### config.mk
export PLATFORM = sky130hd
export DESIGN_NAME = i2c_master_transaction_sequencer_unit
export DESIGN_NICKNAME = d
export VERILOG_FILES = /design/src/rtl/i2cseq_pkg.sv /design/src/rtl/i2c_master_transaction_sequencer_unit.sv
export SDC_FILE = /design/constraint.sdc
export NUM_CORES = 1
export LEC_CHECK = 0
export ABC_AREA = 1
export BUFFER_PORTS_ARGS = -buffer_cell sky130_fd_sc_hd__buf_2
export CELL_PAD_IN_SITES_DETAIL_PLACEMENT = 1
export CELL_PAD_IN_SITES_GLOBAL_PLACEMENT = 2
export CORE_AREA = 2 2 164 166
export CTS_CLUSTER_DIAMETER = 150
export DETAILED_ROUTE_END_ITERATION = 16
export DIE_AREA = 0 0 166 168
export GPL_ROUTABILITY_DRIVEN = 0
export GPL_TIMING_DRIVEN = 0
export PLACE_DENSITY = 0.83
export RECOVER_POWER = 50
export SYNTH_ARGS = -nofsm -noshare
export SYNTH_HDL_FRONTEND = slang
export SYNTH_SLANG_ARGS = --single-unit
### constraint.sdc
create_clock -name clk -period 2.3 [get_ports clk]
set_input_delay 0 -clock clk [delete_from_list [all_inputs] [get_ports clk]]
set_output_delay 0 -clock clk [all_outputs]
set_load 0.05 [all_outputs]
### src/rtl/i2cseq_pkg.sv
`default_nettype none

package i2cseq_pkg;

	// Field widths fixed by the command and response formats.
	localparam int WLEN_W = 5;
	localparam int RLEN_W = 8;

	// Longest read that one transaction may request.
	localparam logic [RLEN_W-1:0] MAX_READ = 8'd255;

	// Command function codes.
	localparam logic [1:0] FUNC_LOAD  = 2'd0;
	localparam logic [1:0] FUNC_START = 2'd1;
	localparam logic [1:0] FUNC_DONE  = 2'd2;

	// Bus actions requested from the bit-level engine.
	localparam logic [2:0] ACT_NONE    = 3'd0;
	localparam logic [2:0] ACT_START   = 3'd1;
	localparam logic [2:0] ACT_TX      = 3'd2;
	localparam logic [2:0] ACT_RESTART = 3'd3;
	localparam logic [2:0] ACT_STOP    = 3'd4;
	localparam logic [2:0] ACT_ACKBIT  = 3'd5;
	localparam logic [2:0] ACT_RXEN    = 3'd6;

	// Reported status.
	localparam logic [1:0] ST_IDLE  = 2'd0;
	localparam logic [1:0] ST_BUSY  = 2'd1;
	localparam logic [1:0] ST_ERROR = 2'd2;

	// Transaction phase, one-hot.
	typedef enum logic [8:0] {
		PH_IDLE    = 9'b000000001,
		PH_START   = 9'b000000010,
		PH_WRITE   = 9'b000000100,
		PH_READ    = 9'b000001000,
		PH_RESTART = 9'b000010000,
		PH_ACK     = 9'b000100000,
		PH_NACK    = 9'b001000000,
		PH_STOP    = 9'b010000000,
		PH_ERROR   = 9'b100000000
	} phase_t;

	// One command beat.
	typedef struct packed {
		logic [1:0]        func;
		logic [7:0]        data_byte;
		logic [3:0]        byte_index;
		logic [6:0]        slave_address;
		logic [WLEN_W-1:0] write_length;
		logic [RLEN_W-1:0] read_length;
		logic              nack_seen;
	} cmd_t;

	// One response beat.
	typedef struct packed {
		logic [2:0] bus_action;
		logic [7:0] tx_byte;
		logic       ack_bit_value;
		logic       rx_valid;
		logic [7:0] rx_byte;
		logic [7:0] rx_index;
		logic [1:0] status;
	} rsp_t;

endpackage

`default_nettype wire

### src/rtl/i2c_master_transaction_sequencer_unit.sv
`default_nettype none

// Channel  Valid      Stall      Payload  Direction
// cmd      cmd_valid  cmd_stall  cmd      into the block
// rsp      rsp_valid  rsp_stall  rsp      out of the block
//
// Every command beat yields exactly one response beat, which passes through the command register
// and then the response register.
// A new command beat is taken in every cycle while the response side keeps up.
// The phase machine and write store update when a command leaves the command register.
// A stalled response holds the response register; an empty command register still takes
// a beat, while a full one stalls the command side.
// arst_n clears the phase and counters; the write store is not cleared.
module i2c_master_transaction_sequencer_unit #(
	parameter int WRITE_DEPTH = 16
) (
	input  wire                    clk,
	input  wire                    arst_n,
	input  wire                    cmd_valid,
	output logic                   cmd_stall,
	input  wire i2cseq_pkg::cmd_t  cmd,
	output logic                   rsp_valid,
	input  wire                    rsp_stall,
	output i2cseq_pkg::rsp_t       rsp
);
	import i2cseq_pkg::*;

	localparam int ADDR_W = (WRITE_DEPTH > 1) ? $clog2(WRITE_DEPTH) : 1;
	localparam logic [8:0] DEPTH_V = 9'(WRITE_DEPTH);

	// Command register and response register.
	logic              s1_valid_s1;
	cmd_t              cmd_s1;
	logic              rsp_valid_q;
	rsp_t              rsp_q;

	// Sequencer state.
	phase_t            phase_q, phase_d;
	logic [WLEN_W-1:0] wpos_q, wpos_d;
	logic [RLEN_W-1:0] rpos_q, rpos_d;
	logic [6:0]        target_q, target_d;
	logic [WLEN_W-1:0] writes_q, writes_d;
	logic [RLEN_W-1:0] reads_q, reads_d;
	logic [7:0]        store_q [WRITE_DEPTH];

	logic              advance;
	logic              s1_go;
	logic              cmd_take;
	logic              store_we;
	logic [WLEN_W-1:0] wlen_sat;
	logic [RLEN_W-1:0] rlen_sat;
	logic [RLEN_W-1:0] rpos_inc;
	logic              wr_more;
	rsp_t              rsp_d;

	// Handshake: the response register moves when empty or taken.
	assign advance   = !rsp_valid_q || !rsp_stall;
	assign s1_go     = s1_valid_s1 && advance;
	assign cmd_stall = s1_valid_s1 && !advance;
	assign cmd_take  = cmd_valid && !cmd_stall;
	assign rsp_valid = rsp_valid_q;
	assign rsp       = rsp_q;

	// Helper terms for the next-state logic.
	assign wlen_sat = (9'(cmd_s1.write_length) > DEPTH_V) ? WLEN_W'(DEPTH_V)
		: cmd_s1.write_length;
	assign rlen_sat = (cmd_s1.read_length > MAX_READ) ? MAX_READ : cmd_s1.read_length;
	assign rpos_inc = rpos_q + 8'd1;
	assign wr_more  = (wpos_q < writes_q) && (9'(wpos_q) < DEPTH_V);
	assign store_we = s1_go && (cmd_s1.func == FUNC_LOAD)
		&& (9'(cmd_s1.byte_index) < DEPTH_V);

	// Next phase and response for the command in the command register.
	always_comb begin
		phase_d  = phase_q;
		wpos_d   = wpos_q;
		rpos_d   = rpos_q;
		target_d = target_q;
		writes_d = writes_q;
		reads_d  = reads_q;
		rsp_d    = '0;
		case (cmd_s1.func)
			FUNC_START: begin
				if (phase_q == PH_IDLE || phase_q == PH_ERROR) begin
					target_d = cmd_s1.slave_address;
					writes_d = wlen_sat;
					reads_d  = rlen_sat;
					if (wlen_sat == '0 && rlen_sat == '0) begin
						phase_d = PH_ERROR;
					end else begin
						phase_d = PH_START;
						rsp_d.bus_action = ACT_START;
					end
				end
			end
			FUNC_DONE: begin
				case (phase_q)
					PH_START: begin
						wpos_d = '0;
						rpos_d = '0;
						rsp_d.bus_action = ACT_TX;
						if (writes_q != '0) begin
							phase_d = PH_WRITE;
							rsp_d.tx_byte = {target_q, 1'b0};
						end else begin
							phase_d = PH_ACK;
							rsp_d.tx_byte = {target_q, 1'b1};
						end
					end
					PH_WRITE: begin
						if (cmd_s1.nack_seen) begin
							phase_d = PH_ERROR;
						end else if (wr_more) begin
							rsp_d.bus_action = ACT_TX;
							rsp_d.tx_byte = store_q[ADDR_W'(wpos_q)];
							wpos_d = wpos_q + 5'd1;
						end else if (reads_q != '0) begin
							phase_d = PH_RESTART;
							rsp_d.bus_action = ACT_RESTART;
						end else begin
							phase_d = PH_STOP;
							rsp_d.bus_action = ACT_STOP;
						end
					end
					PH_RESTART: begin
						phase_d = PH_ACK;
						rsp_d.bus_action = ACT_TX;
						rsp_d.tx_byte = {target_q, 1'b1};
					end
					PH_READ: begin
						rsp_d.rx_valid = 1'b1;
						rsp_d.rx_byte = cmd_s1.data_byte;
						rsp_d.rx_index = rpos_q;
						rpos_d = rpos_inc;
						rsp_d.bus_action = ACT_ACKBIT;
						if (rpos_inc == reads_q) begin
							phase_d = PH_NACK;
							rsp_d.ack_bit_value = 1'b1;
						end else begin
							phase_d = PH_ACK;
						end
					end
					PH_ACK: begin
						phase_d = PH_READ;
						rsp_d.bus_action = ACT_RXEN;
					end
					PH_NACK: begin
						phase_d = PH_STOP;
						rsp_d.bus_action = ACT_STOP;
					end
					PH_STOP: begin
						phase_d = PH_IDLE;
					end
					default: begin
						phase_d = PH_ERROR;
					end
				endcase
			end
			default: begin
			end
		endcase
		case (phase_d)
			PH_IDLE:  rsp_d.status = ST_IDLE;
			PH_ERROR: rsp_d.status = ST_ERROR;
			default:  rsp_d.status = ST_BUSY;
		endcase
	end

	// Valid flags and sequencer state.
	always_ff @(posedge clk or negedge arst_n) begin
		if (!arst_n) begin
			s1_valid_s1 <= 1'b0;
			rsp_valid_q <= 1'b0;
			phase_q     <= PH_IDLE;
			wpos_q      <= '0;
			rpos_q      <= '0;
			target_q    <= '0;
			writes_q    <= '0;
			reads_q     <= '0;
		end else begin
			if (cmd_take) begin
				s1_valid_s1 <= 1'b1;
			end else if (advance) begin
				s1_valid_s1 <= 1'b0;
			end
			if (advance) begin
				rsp_valid_q <= s1_valid_s1;
			end
			if (s1_go) begin
				phase_q  <= phase_d;
				wpos_q   <= wpos_d;
				rpos_q   <= rpos_d;
				target_q <= target_d;
				writes_q <= writes_d;
				reads_q  <= reads_d;
			end
		end
	end

	// Payload registers and the write store.
	always_ff @(posedge clk) begin
		if (cmd_take) begin
			cmd_s1 <= cmd;
		end
		if (s1_go) begin
			rsp_q <= rsp_d;
		end
		if (store_we) begin
			store_q[ADDR_W'(cmd_s1.byte_index)] <= cmd_s1.data_byte;
		end
	end

`ifndef SYNTHESIS
	// A received byte is always paired with the ack bit for it.
	assert property (@(posedge clk) disable iff (!arst_n)
		rsp_valid && rsp.rx_valid |-> rsp.bus_action == ACT_ACKBIT)
		else $error("received byte without ack bit action");

	// A nack bit only goes out as an ack bit action.
	assert property (@(posedge clk) disable iff (!arst_n)
		rsp_valid && rsp.ack_bit_value |-> rsp.bus_action == ACT_ACKBIT)
		else $error("nack value outside ack bit action");

	// A transmit byte is only nonzero on a transmit action.
	assert property (@(posedge clk) disable iff (!arst_n)
		rsp_valid && rsp.bus_action != ACT_TX |-> rsp.tx_byte == 8'd0)
		else $error("tx byte set without transmit");

	// Reaching idle never asks for bus activity.
	assert property (@(posedge clk) disable iff (!arst_n)
		rsp_valid && rsp.status == ST_IDLE |-> rsp.bus_action == ACT_NONE)
		else $error("bus action reported with idle status");

	// An empty command register never stalls the command side.
	assert property (@(posedge clk) disable iff (!arst_n)
		!s1_valid_s1 |-> !cmd_stall)
		else $error("stall with empty command register");
`endif

endmodule

`default_nettype wire

### Word level (Yosys, flattened, before mapping)

Memory sizes are Yosys's and may differ from the RTL's.
Index checks and enable logic that the tools add are counted.

* equality and inequality tests: 16
* add/subtract/negate cells: 2
* muxes and demuxes: 32
* $lt $le $gt $ge: 4
* reduce and logical (&&, ||, !) cells: 25

Operators with widths (count)
* 9-bit one-hot mux with 7 select lines: 1
* 9-bit 2-to-1 mux: 4
* 8-bit 2-to-1 mux: 3
* 8-bit one-hot mux with 3 select lines: 1
* 9-bit by 1-bit == test with 1-bit output, second input constant: 2
* 9-bit == test, second input constant: 2
* 9-bit one-hot mux with 2 select lines: 1
* 17-bit 2-to-1 mux: 1
* 8-bit one-hot mux with 2 select lines: 1
* 5-bit 2-to-1 mux: 3
* 3-bit one-hot mux with 5 select lines: 1
* 11-bit 2-to-1 mux: 1
* 5-bit one-hot mux with 2 select lines: 1
* 9-bit by 2-bit == test with 1-bit output, second input constant: 1
* 9-bit by 3-bit == test with 1-bit output, second input constant: 1
* 9-bit by 4-bit == test with 1-bit output, second input constant: 1
* 9-bit by 5-bit == test with 1-bit output, second input constant: 1
* 9-bit by 6-bit == test with 1-bit output, second input constant: 1
* 9-bit by 7-bit == test with 1-bit output, second input constant: 1
* 9-bit by 8-bit == test with 1-bit output, second input constant: 1
* 8-bit by 1-bit adder with 8-bit output, second input constant: 1
* 8-bit == test: 1
* 8-bit greater-than comparator, second input constant: 1
* 8-bit zero test: 1
* other kinds (25): 46

* bits of input ports: 39
* word-level logic and storage cells: 102
* memory bits (writable): 128
* output and inout bits: 33
* memories: 1
* register bits after elaboration: 110

Memories
* store_q: depth 16, width 8, rd ports 1, clocked after memory_dff 0, wr ports 1, RTL line i2c_master_transaction_sequencer_unit.sv:44 `logic [7:0] store_q [WRITE_DEPTH];`

### Depth between registers and ports, before layout

* word-level depth: 9
* gate-level depth with buffers: 16
* depth with buffers taken out: 15

### Worst setup path after synthesis

No wires, ideal clock.

* path type: register to register
* from: reg rsp_valid_q (netlist: rsp_valid)
* to: reg cmd_s1[0] in the netlist's numbering, enable pin
* buffers on the path: 0
* path slack: -0.239 ns
* arrival: 2.123 ns
* clock period less this slack: 2.539 ns
* cell stages (with the launch flop): 6
* data required time: 1.884 ns
* library setup time: 0.416 ns
* path through: dfrtp_1 > nand2_1 > nor2_1 > inv_1 > nand2_1 > inv_1

* cells in the longest elaborated chain, start to end: 6

Ends and longest elaborated chain
* start, declared: RTL line i2c_master_transaction_sequencer_unit.sv:34 `logic rsp_valid_q;`
* start signal, assigned: RTL line i2c_master_transaction_sequencer_unit.sv:187 `rsp_valid_q <= s1_valid_s1;`
* 1-bit zero test: RTL line i2c_master_transaction_sequencer_unit.sv:57 `assign advance = !rsp_valid_q || !rsp_stall;`
* 1-bit logical OR: RTL line i2c_master_transaction_sequencer_unit.sv:57
* 1-bit zero test: RTL line i2c_master_transaction_sequencer_unit.sv:59 `assign cmd_stall = s1_valid_s1 && !advance;`
* 1-bit logical AND: RTL line i2c_master_transaction_sequencer_unit.sv:59
* net cmd_stall: RTL line i2c_master_transaction_sequencer_unit.sv:20 `output logic cmd_stall,`
* 1-bit zero test: RTL line i2c_master_transaction_sequencer_unit.sv:60 `assign cmd_take = cmd_valid && !cmd_stall;`
* 1-bit logical AND: RTL line i2c_master_transaction_sequencer_unit.sv:60
* net cmd_take: RTL line i2c_master_transaction_sequencer_unit.sv:48 `logic cmd_take;`
* end signal, assigned: RTL line i2c_master_transaction_sequencer_unit.sv:203 `cmd_s1 <= cmd;`
* end, declared: RTL line i2c_master_transaction_sequencer_unit.sv:33 `cmd_t cmd_s1;`

The timed path passes the listed nets, and every way through them passes these cells.
A chain may end at the register's enable or synchronous reset.

### Final worst setup path

* from: reg wpos_q[1]
* to: reg rsp_q, in the netlist rsp[20], data pin

* cells in the longest elaborated chain, start to end: 5
* elaborated cells between the ends (all ways): 7
* classes of those cells: order compare (2); mux (3); reduce/logical (1); memory (1)

Ends and longest elaborated chain
* start, declared: RTL line i2c_master_transaction_sequencer_unit.sv:39 `logic [WLEN_W-1:0] wpos_q, wpos_d;`
* start signal, assigned: RTL line i2c_master_transaction_sequencer_unit.sv:191 `wpos_q <= wpos_d;`
* 5-bit less-than comparator: RTL line i2c_master_transaction_sequencer_unit.sv:69 `assign wr_more = (wpos_q < writes_q) && (9'(wpos_q) < DEPTH_V);`
* 1-bit logical AND: RTL line i2c_master_transaction_sequencer_unit.sv:69
* 8-bit 2-to-1 mux (*): RTL line i2c_master_transaction_sequencer_unit.sv:113 `end else if (wr_more) begin`
* 11-bit 2-to-1 mux (*): RTL line i2c_master_transaction_sequencer_unit.sv:111 `if (cmd_s1.nack_seen) begin`
* 8-bit one-hot mux with 3 select lines (*): RTL line i2c_master_transaction_sequencer_unit.sv:97 `case (phase_q)`
* end signal, assigned: RTL line i2c_master_transaction_sequencer_unit.sv:206 `rsp_q <= rsp_d;`
* end, declared: RTL line i2c_master_transaction_sequencer_unit.sv:35 `rsp_t rsp_q;`

Every way passes the cells marked *; elsewhere a longest branch is shown, timed or not.

==> summary.md <==
| Metric | Value |
|---|---|
| Yosys top cell by area | edfxtp_1 |
| Max transition margin | around 20% |
| Syn Area/Cell | between 10 and 15 um2 |
| Vias per std cell | approximately 5.3 |
| CP cell instances | buf_4, inv_1, clkbuf_4, clkbuf_4, a21oi_1, a22oi_1, o2111ai_1, o21ai_1 |
| H-Tree Depth | 1 |
| Final Slew Violations | 0 |
| Fill count | about 2800 |
| Post-synth top cells | nand2_1 (247), edfxtp_1 (194), nor2_1 (79) |
| Total Power | 11100 uW |
| Clock slew at reported path FFs | ~0.06 ns |
| Multi-input gate area | roughly 0.0032 mm2 |
| Sequential share of the synthesized area | around two thirds |
| Port Buf Inserts | just over 70 |
| First-pass DRT Iterations | 4 |
| Leak Pwr | between 0.004 and 0.005 uW |
| Hold Path End | cmd_s1[3] |
| Initial Util | between 30% and 40% |
| Largest net degree at the start of global routing | 45 |
| Final period utilization | a little over nine tenths |
| Worst hold start | cmd[3] |
| Die X | roughly 170 um |
| Yosys cell types | 45 |
| Final setup viols | 0 |
| Worst r2r path cells | 8 |
| First-pass GRT wire length | about 46 mm |
| Post-Place Worst Slack | -0.465 ns |
| CP top delay family | compound AO/OA/AOI/OAI gates |
| Die height | 168 um |
| Worst-skew pair later-pin latency | between 0.5 and 0.6 ns |
| R2r setup slk | about 0.076 ns |
| Required time worst endpoint | between 2 and 3 ns |
| Post-synthesis net count | approximately 1000 |
| Via count | between 7000 and 8000 |
| Final Net Count | around 1100 |
| Worst-Margin Slew | 1.21 ns |
| CTS max path bufs | 3 |
| Drt total wl | a little under 30 mm |
| Routed length per instance | slightly above 20 um |
| DRC | 0 |
| Core Footprint | around 0.026 mm2 |
| Cells after Synth | 945 |
| Max Freq | about 450 MHz |
| Sw Pwr | between 3000 and 4000 uW |
| CTS Sinks | 238 |
| CP Buf/Inv Count | 4 |
| DP Cell Count | approximately 1400 |
| Clock Power Share | between 30% and 40% |
| DRT antenna net count | 0 |
| Final Critical Period | ~2.2 ns |
| Initial antenna violation count | 0 |
| Switching share of power | 29.4% |
| Die footprint | ~0.028 mm2 |
| RR Endpoint | rsp[20] |
| Final hold violations | 0 |
| Worst Setup Slack, final | 0.0764 ns |
| MaxCap Viol Count | 0 |
| Int Power | slightly below 8000 uW |
| Total gr overflow | 0 |
| Hold Path Stages | 2 |
| Detailed router's first-iteration violation count | 454 |
| Finished Layout Cells | 1453 |
| Top-area cell type share of the netlist area | a little under three fifths |
| CP max stage delay | ~0.4 ns |
| CTS tree | built |
| Slowest-stage cell, CP | dfrtp_1 |
| Inserted Clock Buffers | 26 |
| Clk root buf | clkbuf_16 |
| Max Fanout on Critical Path | 10 |
| Dpl cell area | between 0.01 and 0.015 mm2 |
| Asr flop ratio synth | between 15 and 20% |
| EDFF count, synth | 194 |
| I/O pins | 72 |
| Yosys warns | 0 |
| Sequential share of power | a little under half |
| Most used DFF post-synth | edfxtp_1 |
| GR Util All Layers | roughly a fifth |
| Post-DP HPWL | about 20 mm |
| HP Class | primary input to register |
| Final instance area | about 0.013 mm2 |
| Setup CP Type | register to register |
| Power per standard cell area | roughly 880 mW/mm2 |
| Count leader, synth | nand2_1 |
| Fin Clk Skew | between 0.01 and 0.015 ns |
| Area Overhead vs Synth | 22.6% |
| Comb power frac | between 10% and 20% |
| Ant diodes | 0 |
| Final core occ | between 40 and 50% |
| Worst EP arrival | 2.48 ns |
| Outcome | finished, final reports clean |
| Peak VDD IR | between 0.0006 and 0.0007 V |
| Synth area leaders | edfxtp_1 (56%), dfrtp_1 (10%), nand2_1 (9.0%) |
| Synth Cell Area | between 0.01 and 0.015 mm2 |
| Number of global-route vias before repair | 8024 |
| Seq cells post-synth | around 240 |
| Crit Reg-Reg Startpoint | wpos_q[1] |
| Share of cells above drive strength 1 | 16.6% |
| Row count | 60 |
| CP Launch Type | register |
| Crit end category | register |
| Most common cell on crit path | clkbuf_4 |
| Register Area | a little under 0.007 mm2 |
[logic make-up (layout without fill, tap and decap cells)]
| group | count (synthesis) | in the layout | synth area share [%] |
|---|---|---|---|
| simple gates | 426 | 426 | 17.7 |
| flops | 238 | 238 | 67.1 |
| compound gates | 152 | 152 | 9.29 |
| buf+inv | 115 | 282 | 4.34 |
| fa+ha+maj | 9 | 9 | 1.09 |
| xor+xnor | 5 | 5 | 0.424 |
[cells in the final DEF (no fill, tap or decap), types with 10 or more instances in the layout]
| cell type | n |
|---|---|
| nand2_1 | 245 |
| edfxtp_1 | 194 |
| inv_1 | 69 |
| nor2_1 | 58 |
| a21oi_1 | 55 |
| clkbuf_1 | 50 |
| nand3_1 | 48 |
| dlygate4sd3_1 | 40 |
| buf_2 | 38 |
| dfrtp_1 | 38 |
| o21ai_0 | 31 |
| clkbuf_16 | 26 |
| nor2_4 | 24 |
| inv_2 | 14 |
| nand4_1 | 14 |
| a22oi_1 | 14 |
| a32o_1 | 14 |
| clkbuf_2 | 10 |
[how the worst max path moves through the flow]
| stage | start | to | slack, ns | cells after the start |
|---|---|---|---|---|
| floorplan | rsp_valid | cmd_s1[0] | 0.01 | 5 |
| global placement | rsp_valid | store_q[14][5] | -0.39 | 7 |
| detailed placement | rsp_valid | store_q[14][0] | -0.47 | 7 |
| CTS | cmd_s1[34] | rsp[0] | 0.002 | 12 |
| global route | writes_q[4] | rsp[0] | -0.0004 | 15 |
| finish | wpos_q[1] | rsp[20] | 0.08 | 8 |
[power groups by stage]
stage	clock [uW]	combinational (uW)	sequential [uW]
final	4040	1840	5220
after global routing	4250	2060	5260
after CTS	4100	1750	5220
after detailed placement	0	1660	5300
after global placement	0	1630	5290
after floorplan	0	1050	5400
[sequential cells by signal (all words and copies together) (netlist names)]
name         count
cmd_s1          35
store_q        128
phase_q          9
s1_valid_s1      1
target_q         7
rpos_q           8
reads_q          8
writes_q         5
wpos_q           5
rsp_valid        1
rsp             31
[layer usage]
metal / part of all wire, % / global-route usage [%] / up-vias / routed length, um
li1: - / - / 3589 / -
met1: 46 / 29.1 / 3821 / 13700
met2: 48 / 35.9 / 172 / 14200
met3: 4.1 / 2.96 / 48 / 1210
met4: 2.2 / 5.14 / 0 / 653
met5: 0 / 0 / - / 0
[through the flow]
step	hold slack [ns]	setup TNS [ns]
after floorplan	-0.296	0
after global placement	0.177	-37.19
after detailed placement	0.179	-47.28
after CTS	0.146	0
after global routing	0.151	-0.000408
final	0.172	0
[cell type report]
| class | instances | area share [%] |
|---|---|---|
| clock buffers | 35 | 5.41 |
| multi-input cells | 592 | 25.2 |
| flip-flops and latches | 238 | 54.8 |
| well taps | 341 | 3.37 |
| clock inverters | 13 | 1.09 |
| inverters | 86 | 2.60 |
| repair buffers | 119 | 6.18 |
| plain buffers | 29 | 1.35 |
[timing repair]
item,CTS,global route
endpoints found under the hold margin,82,0
gates resized for setup,56,45
setup endpoints to repair,147,34
hold buffers,40,0
pin swaps,0,6
buffers inserted,0,8
Power figures use the tool's default switching activity.
